**config.mk**
```make
export PLATFORM = sky130hd
export DESIGN_NAME = interval_timer_channel
export DESIGN_NICKNAME = d
export VERILOG_FILES = /design/src/hw/rtl/itc_pkg.sv /design/src/hw/rtl/itc_step.sv /design/src/hw/rtl/interval_timer_channel.sv
export SDC_FILE = /design/constraint.sdc
export NUM_CORES = 1
export LEC_CHECK = 0
export ABC_AREA = 1
export BUFFER_PORTS_ARGS = -buffer_cell sky130_fd_sc_hd__buf_2
export CAP_MARGIN = 30
export CORE_MARGIN = 10
export CORE_UTILIZATION = 45
export DETAILED_ROUTE_END_ITERATION = 6
export PLACE_DENSITY = 0.64
export SLEW_MARGIN = 20
export SYNTH_ARGS = -nofsm -noshare
export SYNTH_HDL_FRONTEND = slang
export SYNTH_SLANG_ARGS = --single-unit
```
**constraint.sdc**
```tcl
create_clock -name aclk -period 2.2 [get_ports aclk]
set_input_delay 0 -clock aclk [delete_from_list [all_inputs] [get_ports aclk]]
set_output_delay 0 -clock aclk [all_outputs]
set_load 0.02 [all_outputs]
```
**src/hw/rtl/itc_pkg.sv**
```systemverilog
// ----------------------------------------------------------------------------
// Interval timer channel package
// Shared types, codes and defaults for the interval timer channel.
// ----------------------------------------------------------------------------
package itc_pkg;

    localparam int DEFAULT_COUNTER_WIDTH  = 16;
    localparam int DEFAULT_CHANNEL_NUMBER = 0;

    typedef enum logic [1:0] {
        REQ_TICK = 2'd0,
        REQ_CMD  = 2'd1,
        REQ_DATA = 2'd2,
        REQ_NOP  = 2'd3
    } req_type_t;

    typedef enum logic [1:0] {
        ACC_LATCH = 2'd0,
        ACC_LOW   = 2'd1,
        ACC_HIGH  = 2'd2,
        ACC_PAIR  = 2'd3
    } acc_mode_t;

    localparam logic [1:0] SQUARE_MODE_BITS = 2'b11;

    typedef struct packed {
        logic [2:0] op_mode;
        acc_mode_t  acc_mode;
        logic       expect_high;
        logic       active;
        logic       level;
    } itc_ctrl_t;

    localparam itc_ctrl_t CTRL_RESET = '{
        op_mode:     3'd0,
        acc_mode:    ACC_PAIR,
        expect_high: 1'b0,
        active:      1'b0,
        level:       1'b1
    };

endpackage

```
**src/hw/rtl/itc_step.sv**
```systemverilog
// ----------------------------------------------------------------------------
// Interval timer channel step logic
// Combinational next-state logic for one tick, command byte or data byte.
// ----------------------------------------------------------------------------
module itc_step
    import itc_pkg::*;
#(
    parameter int COUNTER_WIDTH  = DEFAULT_COUNTER_WIDTH,
    parameter int CHANNEL_NUMBER = DEFAULT_CHANNEL_NUMBER
) (
    input  logic [1:0]               req_type,
    input  logic [7:0]               data_byte,
    input  itc_ctrl_t                ctrl_in,
    input  logic [COUNTER_WIDTH-1:0] reload_in,
    input  logic [COUNTER_WIDTH-1:0] count_in,
    output itc_ctrl_t                ctrl_out,
    output logic [COUNTER_WIDTH-1:0] reload_out,
    output logic [COUNTER_WIDTH-1:0] count_out,
    output logic                     irq_edge
);

    localparam int W = COUNTER_WIDTH;

    logic                 is_square;
    logic [W+15:0]        reload_ext;
    logic [15:0]          reload_lo16;
    logic [15:0]          new_reload16;
    logic [W+15:0]        new_reload_ext;
    logic [W-1:0]         new_reload;
    logic [1:0]           step;
    logic [W-1:0]         step_w;
    logic [W-1:0]         sub_val;
    logic [W-1:0]         dec_val;
    logic [1:0]           cmd_sel;
    logic [1:0]           chan_sel;

    assign is_square      = (ctrl_in.op_mode[1:0] == SQUARE_MODE_BITS);
    assign reload_ext     = {16'd0, reload_in};
    assign reload_lo16    = reload_ext[15:0];
    assign new_reload16   = (ctrl_in.acc_mode == ACC_LOW)  ? {8'd0, data_byte} :
                            (ctrl_in.acc_mode == ACC_HIGH) ? {data_byte, 8'd0} :
                            !ctrl_in.expect_high ? {reload_lo16[15:8], data_byte} :
                            {data_byte, reload_lo16[7:0]};
    assign new_reload_ext = {{W{1'b0}}, new_reload16};
    assign new_reload     = new_reload_ext[W-1:0];
    assign step           = count_in[0] ? (ctrl_in.level ? 2'd1 : 2'd3) : 2'd2;
    assign step_w         = {{(W-2){1'b0}}, step};
    assign sub_val        = count_in - step_w;
    assign dec_val        = count_in - {{(W-1){1'b0}}, 1'b1};
    assign cmd_sel        = data_byte[7:6];
    assign chan_sel       = CHANNEL_NUMBER[1:0];

    always_comb begin
        ctrl_out     = ctrl_in;
        reload_out   = reload_in;
        count_out    = count_in;
        case (req_type)
            REQ_TICK: begin
                if (ctrl_in.active) begin
                    if (!is_square) begin
                        count_out = dec_val;
                        if (dec_val == '0) begin
                            ctrl_out.level = 1'b1;
                        end
                    end else begin
                        if (count_in[0] && (count_in < step_w)) begin
                            count_out = '0;
                        end else begin
                            count_out = sub_val;
                        end
                        if (count_out == '0) begin
                            ctrl_out.level = !ctrl_in.level;
                            count_out      = reload_in;
                        end
                    end
                end
            end
            REQ_CMD: begin
                if ((cmd_sel == chan_sel) && (data_byte[5:4] != ACC_LATCH)) begin
                    ctrl_out.acc_mode    = acc_mode_t'(data_byte[5:4]);
                    ctrl_out.op_mode     = data_byte[3:1];
                    ctrl_out.expect_high = 1'b0;
                    ctrl_out.active      = 1'b0;
                    ctrl_out.level       = (data_byte[2:1] == SQUARE_MODE_BITS);
                end
            end
            REQ_DATA: begin
                case (ctrl_in.acc_mode)
                    ACC_LOW: begin
                        reload_out   = new_reload;
                        count_out    = new_reload;
                        ctrl_out.active = 1'b1;
                        ctrl_out.level  = is_square;
                    end
                    ACC_HIGH: begin
                        reload_out   = new_reload;
                        count_out    = new_reload;
                        ctrl_out.active = 1'b1;
                        ctrl_out.level  = is_square;
                    end
                    default: begin
                        if (!ctrl_in.expect_high) begin
                            reload_out   = new_reload;
                            ctrl_out.expect_high = 1'b1;
                            ctrl_out.active      = 1'b0;
                            if (!is_square) begin
                                ctrl_out.level = 1'b0;
                            end
                        end else begin
                            reload_out   = new_reload;
                            count_out    = new_reload;
                            ctrl_out.expect_high = 1'b0;
                            ctrl_out.active      = 1'b1;
                            ctrl_out.level       = is_square;
                        end
                    end
                endcase
            end
            default: begin
            end
        endcase
    end

    assign irq_edge = !ctrl_in.level && ctrl_out.level;

endmodule

```
**src/hw/rtl/interval_timer_channel.sv**
```systemverilog
// ----------------------------------------------------------------------------
// Interval timer channel
// One channel of a programmable interval timer driven by tick, command and
// data transfers, giving one result transfer per input transfer.
// ----------------------------------------------------------------------------
//   Channel  Direction  Payload                                 Handshake
//   s_       in         req_type, data_byte                     s_valid/s_ready
//   m_       out        out_level, irq_edge, current_count      m_valid/m_ready
//
// Each transfer is taken into an input register, processed by the combinational
// step logic and written into the output register. One transfer per cycle is
// sustained while the output is not stalled, set by the single state update per cycle.
// Reset is synchronous and brings the channel to its idle, output-high state.
// A stalled output holds the result and, once the input register is full,
// lowers s_ready; no clearing pass is needed after reset.
module interval_timer_channel
    import itc_pkg::*;
#(
    parameter int COUNTER_WIDTH  = DEFAULT_COUNTER_WIDTH,
    parameter int CHANNEL_NUMBER = DEFAULT_CHANNEL_NUMBER
) (
    input  logic        aclk,
    input  logic        aresetn,
    input  logic        s_valid,
    output logic        s_ready,
    input  logic [1:0]  s_req_type,
    input  logic [7:0]  s_data_byte,
    output logic        m_valid,
    input  logic        m_ready,
    output logic        m_out_level,
    output logic        m_irq_edge,
    output logic [15:0] m_current_count
);

    localparam int W = COUNTER_WIDTH;

    logic                 in_valid_reg;
    logic                 in_valid_next;
    logic [1:0]           in_req_reg;
    logic [7:0]           in_byte_reg;
    logic                 advance;

    itc_ctrl_t            ctrl_reg;
    itc_ctrl_t            ctrl_next;
    logic [W-1:0]         reload_reg;
    logic [W-1:0]         reload_next;
    logic [W-1:0]         count_reg;
    logic [W-1:0]         count_next;
    logic                 irq_next;
    logic [W+15:0]        count_ext;

    logic                 out_valid_reg;
    logic                 out_valid_next;
    logic                 out_level_reg;
    logic                 out_irq_reg;
    logic [15:0]          out_count_reg;

    assign advance = in_valid_reg && (!out_valid_reg || m_ready);
    assign s_ready = !in_valid_reg || advance;

    always_comb begin
        in_valid_next = in_valid_reg;
        if (s_valid && s_ready) begin
            in_valid_next = 1'b1;
        end else if (advance) begin
            in_valid_next = 1'b0;
        end
        out_valid_next = out_valid_reg;
        if (advance) begin
            out_valid_next = 1'b1;
        end else if (m_ready) begin
            out_valid_next = 1'b0;
        end
    end

    itc_step #(
        .COUNTER_WIDTH  (COUNTER_WIDTH),
        .CHANNEL_NUMBER (CHANNEL_NUMBER)
    ) u_step (
        .req_type   (in_req_reg),
        .data_byte  (in_byte_reg),
        .ctrl_in    (ctrl_reg),
        .reload_in  (reload_reg),
        .count_in   (count_reg),
        .ctrl_out   (ctrl_next),
        .reload_out (reload_next),
        .count_out  (count_next),
        .irq_edge   (irq_next)
    );

    assign count_ext = {16'd0, count_next};

    always_ff @(posedge aclk) begin
        if (!aresetn) begin
            in_valid_reg  <= 1'b0;
            out_valid_reg <= 1'b0;
            ctrl_reg      <= CTRL_RESET;
            reload_reg    <= '0;
            count_reg     <= '0;
        end else begin
            in_valid_reg  <= in_valid_next;
            out_valid_reg <= out_valid_next;
            if (advance) begin
                ctrl_reg   <= ctrl_next;
                reload_reg <= reload_next;
                count_reg  <= count_next;
            end
        end
    end

    always_ff @(posedge aclk) begin
        if (s_valid && s_ready) begin
            in_req_reg  <= s_req_type;
            in_byte_reg <= s_data_byte;
        end
        if (advance) begin
            out_level_reg <= ctrl_next.level;
            out_irq_reg   <= irq_next;
            out_count_reg <= count_ext[15:0];
        end
    end

    assign m_valid         = out_valid_reg;
    assign m_out_level     = out_level_reg;
    assign m_irq_edge      = out_irq_reg;
    assign m_current_count = out_count_reg;

`ifndef SYNTH
    a_irq_means_high: assert property (@(posedge aclk) disable iff (!aresetn)
        m_valid |-> (!m_irq_edge || m_out_level))
        else $error("rising edge reported while output is low");

    a_input_held: assert property (@(posedge aclk) disable iff (!aresetn)
        (in_valid_reg && !advance) |=> in_valid_reg)
        else $error("pending input transfer lost");

    a_idle_tick: assert property (@(posedge aclk) disable iff (!aresetn)
        (advance && (in_req_reg == REQ_TICK) && !ctrl_reg.active)
        |=> (count_reg == $past(count_reg)) && (ctrl_reg == $past(ctrl_reg)))
        else $error("tick changed state while counting is stopped");

    a_result_follows: assert property (@(posedge aclk) disable iff (!aresetn)
        advance |=> m_valid)
        else $error("processed transfer produced no result");
`endif

endmodule
```
### After elaboration in Yosys (flattened, before gate mapping)

Cells that the tools add are included.

| word-level totals | value |
|---|---|
| flip-flop bits (word level) | 69 |
| input port bits | 14 |
| output and inout bits | 20 |
| word-level logic and storage cells | 78 |

| cells by class | value |
|---|---|
| add/subtract/negate cells | 2 |
| magnitude comparators | 1 |
| eq/ne operators | 8 |
| muxes and demuxes | 30 |
| reductions and logical operators | 23 |

Operator list:

| operator | number |
|---|---|
| two-way mux 16 bit | 12 |
| logical NOT 16 bit | 2 |
| case mux 16 bit (2 select lines) | 1 |
| less-than comparator 16 x 2 -> 1 bit | 1 |
| subtractor 16 x 1 -> 16 bit, second input constant | 1 |
| subtractor 16 x 2 -> 16 bit | 1 |
| two-way mux 1 bit | 10 |
| equality test 2 bit, second input constant | 4 |
| nonzero test 2 bit | 4 |
| two-way mux 2 bit | 3 |
| two-way mux 3 bit | 2 |
| AND reduction 3 bit | 2 |
| logical AND 1 bit | 5 |
| equality test 2 x 1 -> 1 bit, second input constant | 2 |
| logical NOT 2 bit | 2 |
| case mux 2 bit (2 select lines) | 1 |
| AND reduction 4 bit | 1 |
| logical NOT 1 bit | 3 |
| case mux 1 bit (3 select lines) | 1 |
| logical OR 1 bit | 2 |
| inequality test 2 x 1 -> 1 bit, second input constant | 1 |
| inequality test 2 bit, second input constant | 1 |
| AND reduction 2 bit | 1 |
| OR reduction 2 bit | 1 |

### Longest topological paths before layout

| logic depth | value |
|---|---|
| word-level depth | 14 |
| gate-level depth with buffers | 21 |
| depth with buffers taken out | 21 |

### By module

A second synthesis with hierarchy kept.

| unflattened totals | value |
|---|---|
| cells, all modules | 759 |
| area total of the unflattened synthesis | 5059.9 um^2 |

By module, submodules not included:

| module | times used | cells an instance | area an instance (um^2) | sequential area each (um^2) |
|---|---|---|---|---|
| interval_timer_channel | 1 | 297 | 2691.3 | 1681.6 |
| itc_step | 1 | 462 | 2368.5 | 0.0 |

### Least setup slack after synthesis

No wires, ideal clock.

| path | value |
|---|---|
| path type | reg2reg |
| from | reg count_reg[1] |
| to | reg out_level_reg, in the netlist m_out_level, data pin |
| library setup time | 0.272 ns |
| arrival | 1.957 ns |
| required time | 1.928 ns |
| setup slack | -0.029 ns |
| stages on the path, launching flop included | 17 |
| buffers on the path | 0 |
| clock period less this slack | 2.229 ns |
| cell sequence | dfxtp_1 > inv_1 > ha_1 > inv_1 > nand2_1 > nor2_4 > nand3_1 > nand3_2 > nand2_1 > inv_1 > nand2_1 > nor2_1 > nand3_1 > nand2_1 > nand3_1 > nand2_1 > nand3_1 |

RTL lines:

| item | line | text |
|---|---|---|
| start, declared | interval_timer_channel.sv:47 | `logic [W-1:0] count_reg;` |
| start signal, assigned | interval_timer_channel.sv:106 | `count_reg <= count_next;` |
| end signal, assigned | interval_timer_channel.sv:117 | `out_level_reg <= ctrl_next.level;` |
| end, declared | interval_timer_channel.sv:54 | `logic out_level_reg;` |

### Worst setup path in the final report

| path | value |
|---|---|
| from | reg ctrl_reg[0] (netlist name) |
| to | reg out_irq_reg, in the netlist m_irq_edge, data pin |

| between the ends | value |
|---|---|
| longest elaborated chain between the ends | 14 |
| elaborated cells on any way between the ends | 21 |

RTL lines:

| item | line | text |
|---|---|---|
| start, declared | interval_timer_channel.sv:43 | `itc_ctrl_t ctrl_reg;` |
| start signal, assigned | interval_timer_channel.sv:104 | `ctrl_reg <= ctrl_next;` |
| two-way mux 2 bit (2 in a row) | itc_step.sv:46 | `assign step = count_in[0] ? (ctrl_in.level ? 2'd1 : 2'd3) : 2'd2;` |
| less-than comparator 16 x 2 -> 1 bit | itc_step.sv:66 | `if (count_in[0] && (count_in < step_w)) begin` |
| logical AND 1 bit | itc_step.sv:66 |  |
| two-way mux 16 bit | itc_step.sv:66 |  |
| two-way mux 16 bit | itc_step.sv:60 | `if (!is_square) begin` |
| two-way mux 16 bit | itc_step.sv:59 | `if (ctrl_in.active) begin` |
| two-way mux 16 bit | itc_step.sv:57 | `case (req_type)` |
| logical NOT 16 bit | itc_step.sv:71 | `if (count_out == '0) begin` |
| two-way mux 1 bit | itc_step.sv:71 |  |
| two-way mux 1 bit | itc_step.sv:60 |  |
| two-way mux 1 bit | itc_step.sv:59 |  |
| case mux 1 bit (3 select lines) | itc_step.sv:57 |  |
| logical AND 1 bit * | itc_step.sv:124 | `assign irq_edge = !ctrl_in.level && ctrl_out.level;` |
| via irq_next | interval_timer_channel.sv:49 | `logic irq_next;` |
| end signal, assigned | interval_timer_channel.sv:118 | `out_irq_reg <= irq_next;` |
| end, declared | interval_timer_channel.sv:55 | `logic out_irq_reg;` |

The timed path passes the listed nets; every way through them passes the cells marked *. The select of a mux whose other input is x is not followed.
A chain may end at the register's enable or synchronous reset.

==> results_dict.tcl <==
set metrics [dict create \
    status "complete, but fails checks" \
    violations "negative setup slack" \
    yosys_most_used_dff "dfxtp_1" \
    synth_top_area_share_pct 18.3 \
    synth_nets 731 \
    synth.ff_latch_count 69 \
    fin_nets 871 \
    critPathKind "flop to flop" \
    drt-wirelength-per-cell_um 16.4 \
    p_int_mw 2.75 \
    syn_area_per_cell_sq_um 6.46 \
    dr.max_layer_used "met4" \
    synth_warnings 0 \
    syn_area_sq_um 4590 \
    dr_wl_met3_um 936 \
    dieArea_sq_um 14600 \
    tns_ps -4560 \
    pwr-share-clk_pct 30.8 \
    instances_no_fill 989 \
    die_h_um 121 \
    worstSkewPairLatency_ps 360 \
    synth_compound_area_share_pct 14.5 \
    crit_required_ps 2290 \
    worstMarginPinSlew_ps 853 \
    antenna_found_initial 0 \
    vias 5226 \
    period_share_pct 108 \
    synth_top_cell_by_area "edfxtp_1" \
    max_freq_mhz 419 \
    fin_util_pct 64.1 \
    critical-path-slowest-cell "dfxtp_2" \
    cts_buffers 9 \
    rows 36 \
    slew-limit-headroom_pct 43.1 \
    ys_async_sr_fraction_pct 0 \
    synthSimpleGateAreaFrac_pct 36.3 \
    synthAdderAreaFrac_pct 1.64 \
    p_seq_share_pct 35.0 \
    synth_edf_count 28 \
    arrival_ps 2470 \
    dp.cells 954 \
    skew_ps 11.4 \
    power_switching_share_pct 33.9 \
    setup-violations-final 35 \
    grt_max_degree 22 \
    wl_mm 16.2 \
    synth-xor-area-share_pct 1.14 \
    synthTopCellsByArea "edfxtp_1 18%, dfxtp_1 18%, nand2_1 18%" \
    globalplace.congestion 0.986 \
    synth.top_cells.by_count "216 x nand2_1, 98 x inv_1, 79 x nor2_1" \
    cts_tree "built" \
    met1_length_mm 7.02 \
    wl_met2_mm 7.95 \
    synth_mux_area_share_pct 0 \
    clk_pin_slew_ps 80 \
    p_leak_nw 3.07 \
    cts_root_buf "clkbuf_8" \
    n_antenna_cell 0 \
    cp_common_cell "nand3_2" \
    nFillCells 912 \
    endpoint_kind "flop" \
    period_minus_slack_ps 2390 \
    synth.most_common_cell "nand2_1" \
    cp_slowest_stage_delay_ps 340 \
    drt_iter0_markers 503 \
    ant_nets 0 \
    hp-class "input pin to flop" \
    area_growth_pct 37.8 \
    ios 34 \
    dp_slack_ps -270 \
    core_area_sq_um 9860 \
    finalMaxSlewViolations 0 \
    post_drt_via_cell_ratio 5.28 \
    hold_viol 0 \
    combinationalPowerShare_pct 34.2 \
    grt_pass1_vias 5035 \
    drive_gt1_share_pct 29.0 \
    cts_sinks 69 \
    syn_inst 711 \
    dp_hpwl_mm 12.0 \
    p_sw_mw 1.41 \
    start_kind "flop" \
    ctsHtreeMaxLevel 3 \
    drv_cap 0 \
    port_buffers 33 \
    peakVddDrop_mv 0.501 \
    first_pass_iters 5 \
    rsz0062_at_grt "true" \
    grt_pass1_wl_mm 25.6 \
    ys_types 32 \
    track_usage_pct 22.0 \
    clk_path_buf_depth 2 \
    synth_top_family_by_area "simple AND/OR/NAND/NOR gates" \
    gr-total-overflow 0 \
    crit_fanout 7 \
    dieWidth_um 121 \
    worst_slack_ps -187 \
    yosysSeqAreaShare_pct 36.2 \
    drc_errors 0 \
    start_util_pct 46.5 \
    power_density_nw_per_um2 658 \
    cp_cell_sequence "nand2_4 -> inv_4 -> ha_4 -> nor2_4 -> nand2_4 -> nor2_4 -> nand3_2 -> nand3_4 -> nand3_1 -> nor2_2 -> nand3_2 -> nand2_1 -> nand3_2 -> nand2_2 -> a31oi_4" \
]
## through the flow
step / power, mW / area [sq um] / hold WS [ps]
floorplan: 2.17 / 4590 / 98.9
global placement: 2.71 / 5590 / 176
detailed placement: 2.71 / 5590 / 178
CTS: 4.08 / 6150 / 16.6
global route: 4.38 / 6330 / 40.2
finish: 4.17 / 6330 / 39.2
## kinds of logic (layout without fill, tap and decap cells)
logic type	after synthesis	after routing
simple gates	385	386
buf+inv	123	267
compound gates	122	122
flops	69	69
fa+ha+maj	6	6
xor+xnor	6	6
## placed cells by master (no fill, tap or decap), types with 2 or more instances in the layout
master / instances
nor2_1: 61
o21ai_0: 26
dlygate4sd3_1: 13
clkinv_1: 3
nor3_1: 9
inv_1: 95
nand3_1: 37
a21oi_1: 61
buf_4: 102
ha_4: 2
nand2_2: 30
dfxtp_1: 38
nand4_1: 10
o211ai_1: 2
edfxtp_1: 28
a211oi_1: 2
inv_2: 4
nor2_2: 17
a22oi_1: 8
clkbuf_8: 9
o21ai_1: 3
dfxtp_2: 3
bufinv_16: 3
nand2_1: 186
xor2_1: 5
ha_1: 3
buf_2: 33
nand3_2: 14
nand3_4: 4
nor2_4: 12
o22ai_1: 17
inv_6: 2
nand2_4: 4
## power by group through the flow
| stage | combinational (mW) | clock, mW | sequential [mW] |
|---|---|---|---|
| floorplan | 0.662 | 0 | 1.51 |
| global placement | 1.23 | 0 | 1.48 |
| detailed placement | 1.23 | 0 | 1.48 |
| CTS | 1.33 | 1.30 | 1.46 |
| global route | 1.55 | 1.36 | 1.47 |
| finish | 1.43 | 1.28 | 1.46 |
## metal layers
metal  up-vias  track usage [%]
met5         -                0
met4         0             5.66
met2       178             37.4
li1       2579                -
met3        26             4.51
met1      2443             27.6
## area by class of cell
| class | instances | area, sq um | share of cell area, % |
|---|---|---|---|
| clock inverter | 7 | 120 | 1.90 |
| clock buffer | 9 | 124 | 1.96 |
| sequential | 69 | 1670 | 26.3 |
| inverter | 102 | 385 | 6.09 |
| timing repair buffer | 149 | 1080 | 17.1 |
| tap | 133 | 166 | 2.63 |
| multi-input combinational | 520 | 2780 | 44.0 |
## critical path: cells and delay by family (launching register included)
kind / cells / cell delay (ps)
buf+inv: 1 / 40
flops: 1 / 340
fa+ha+maj: 1 / 150
simple gates: 12 / 1500
compound gates: 1 / 90
## what timing repair did
| action | 4_1_cts | 5_1_grt |
|---|---|---|
| gates cloned | 1 | 0 |
| hold endpoints to repair | 12 | 0 |
| pin swaps | 18 | 33 |
| setup endpoints to repair | 35 | 35 |
| buffers inserted | 3 | 3 |
| resized for setup | 43 | 49 |
| hold buffers | 13 | 0 |
## worst paths after layout
check	cells past startpoint	start	slack (ps)	end
worst max-delay path	15	ctrl_reg[0]	-190	m_irq_edge
worst min-delay path	2	aresetn	40	ctrl_reg[3]
worst max register to register	15	ctrl_reg[0]	-190	m_irq_edge
worst min register to register	2	ctrl_reg[2]	510	ctrl_reg[2]
(Power assumes the default switching activity.)
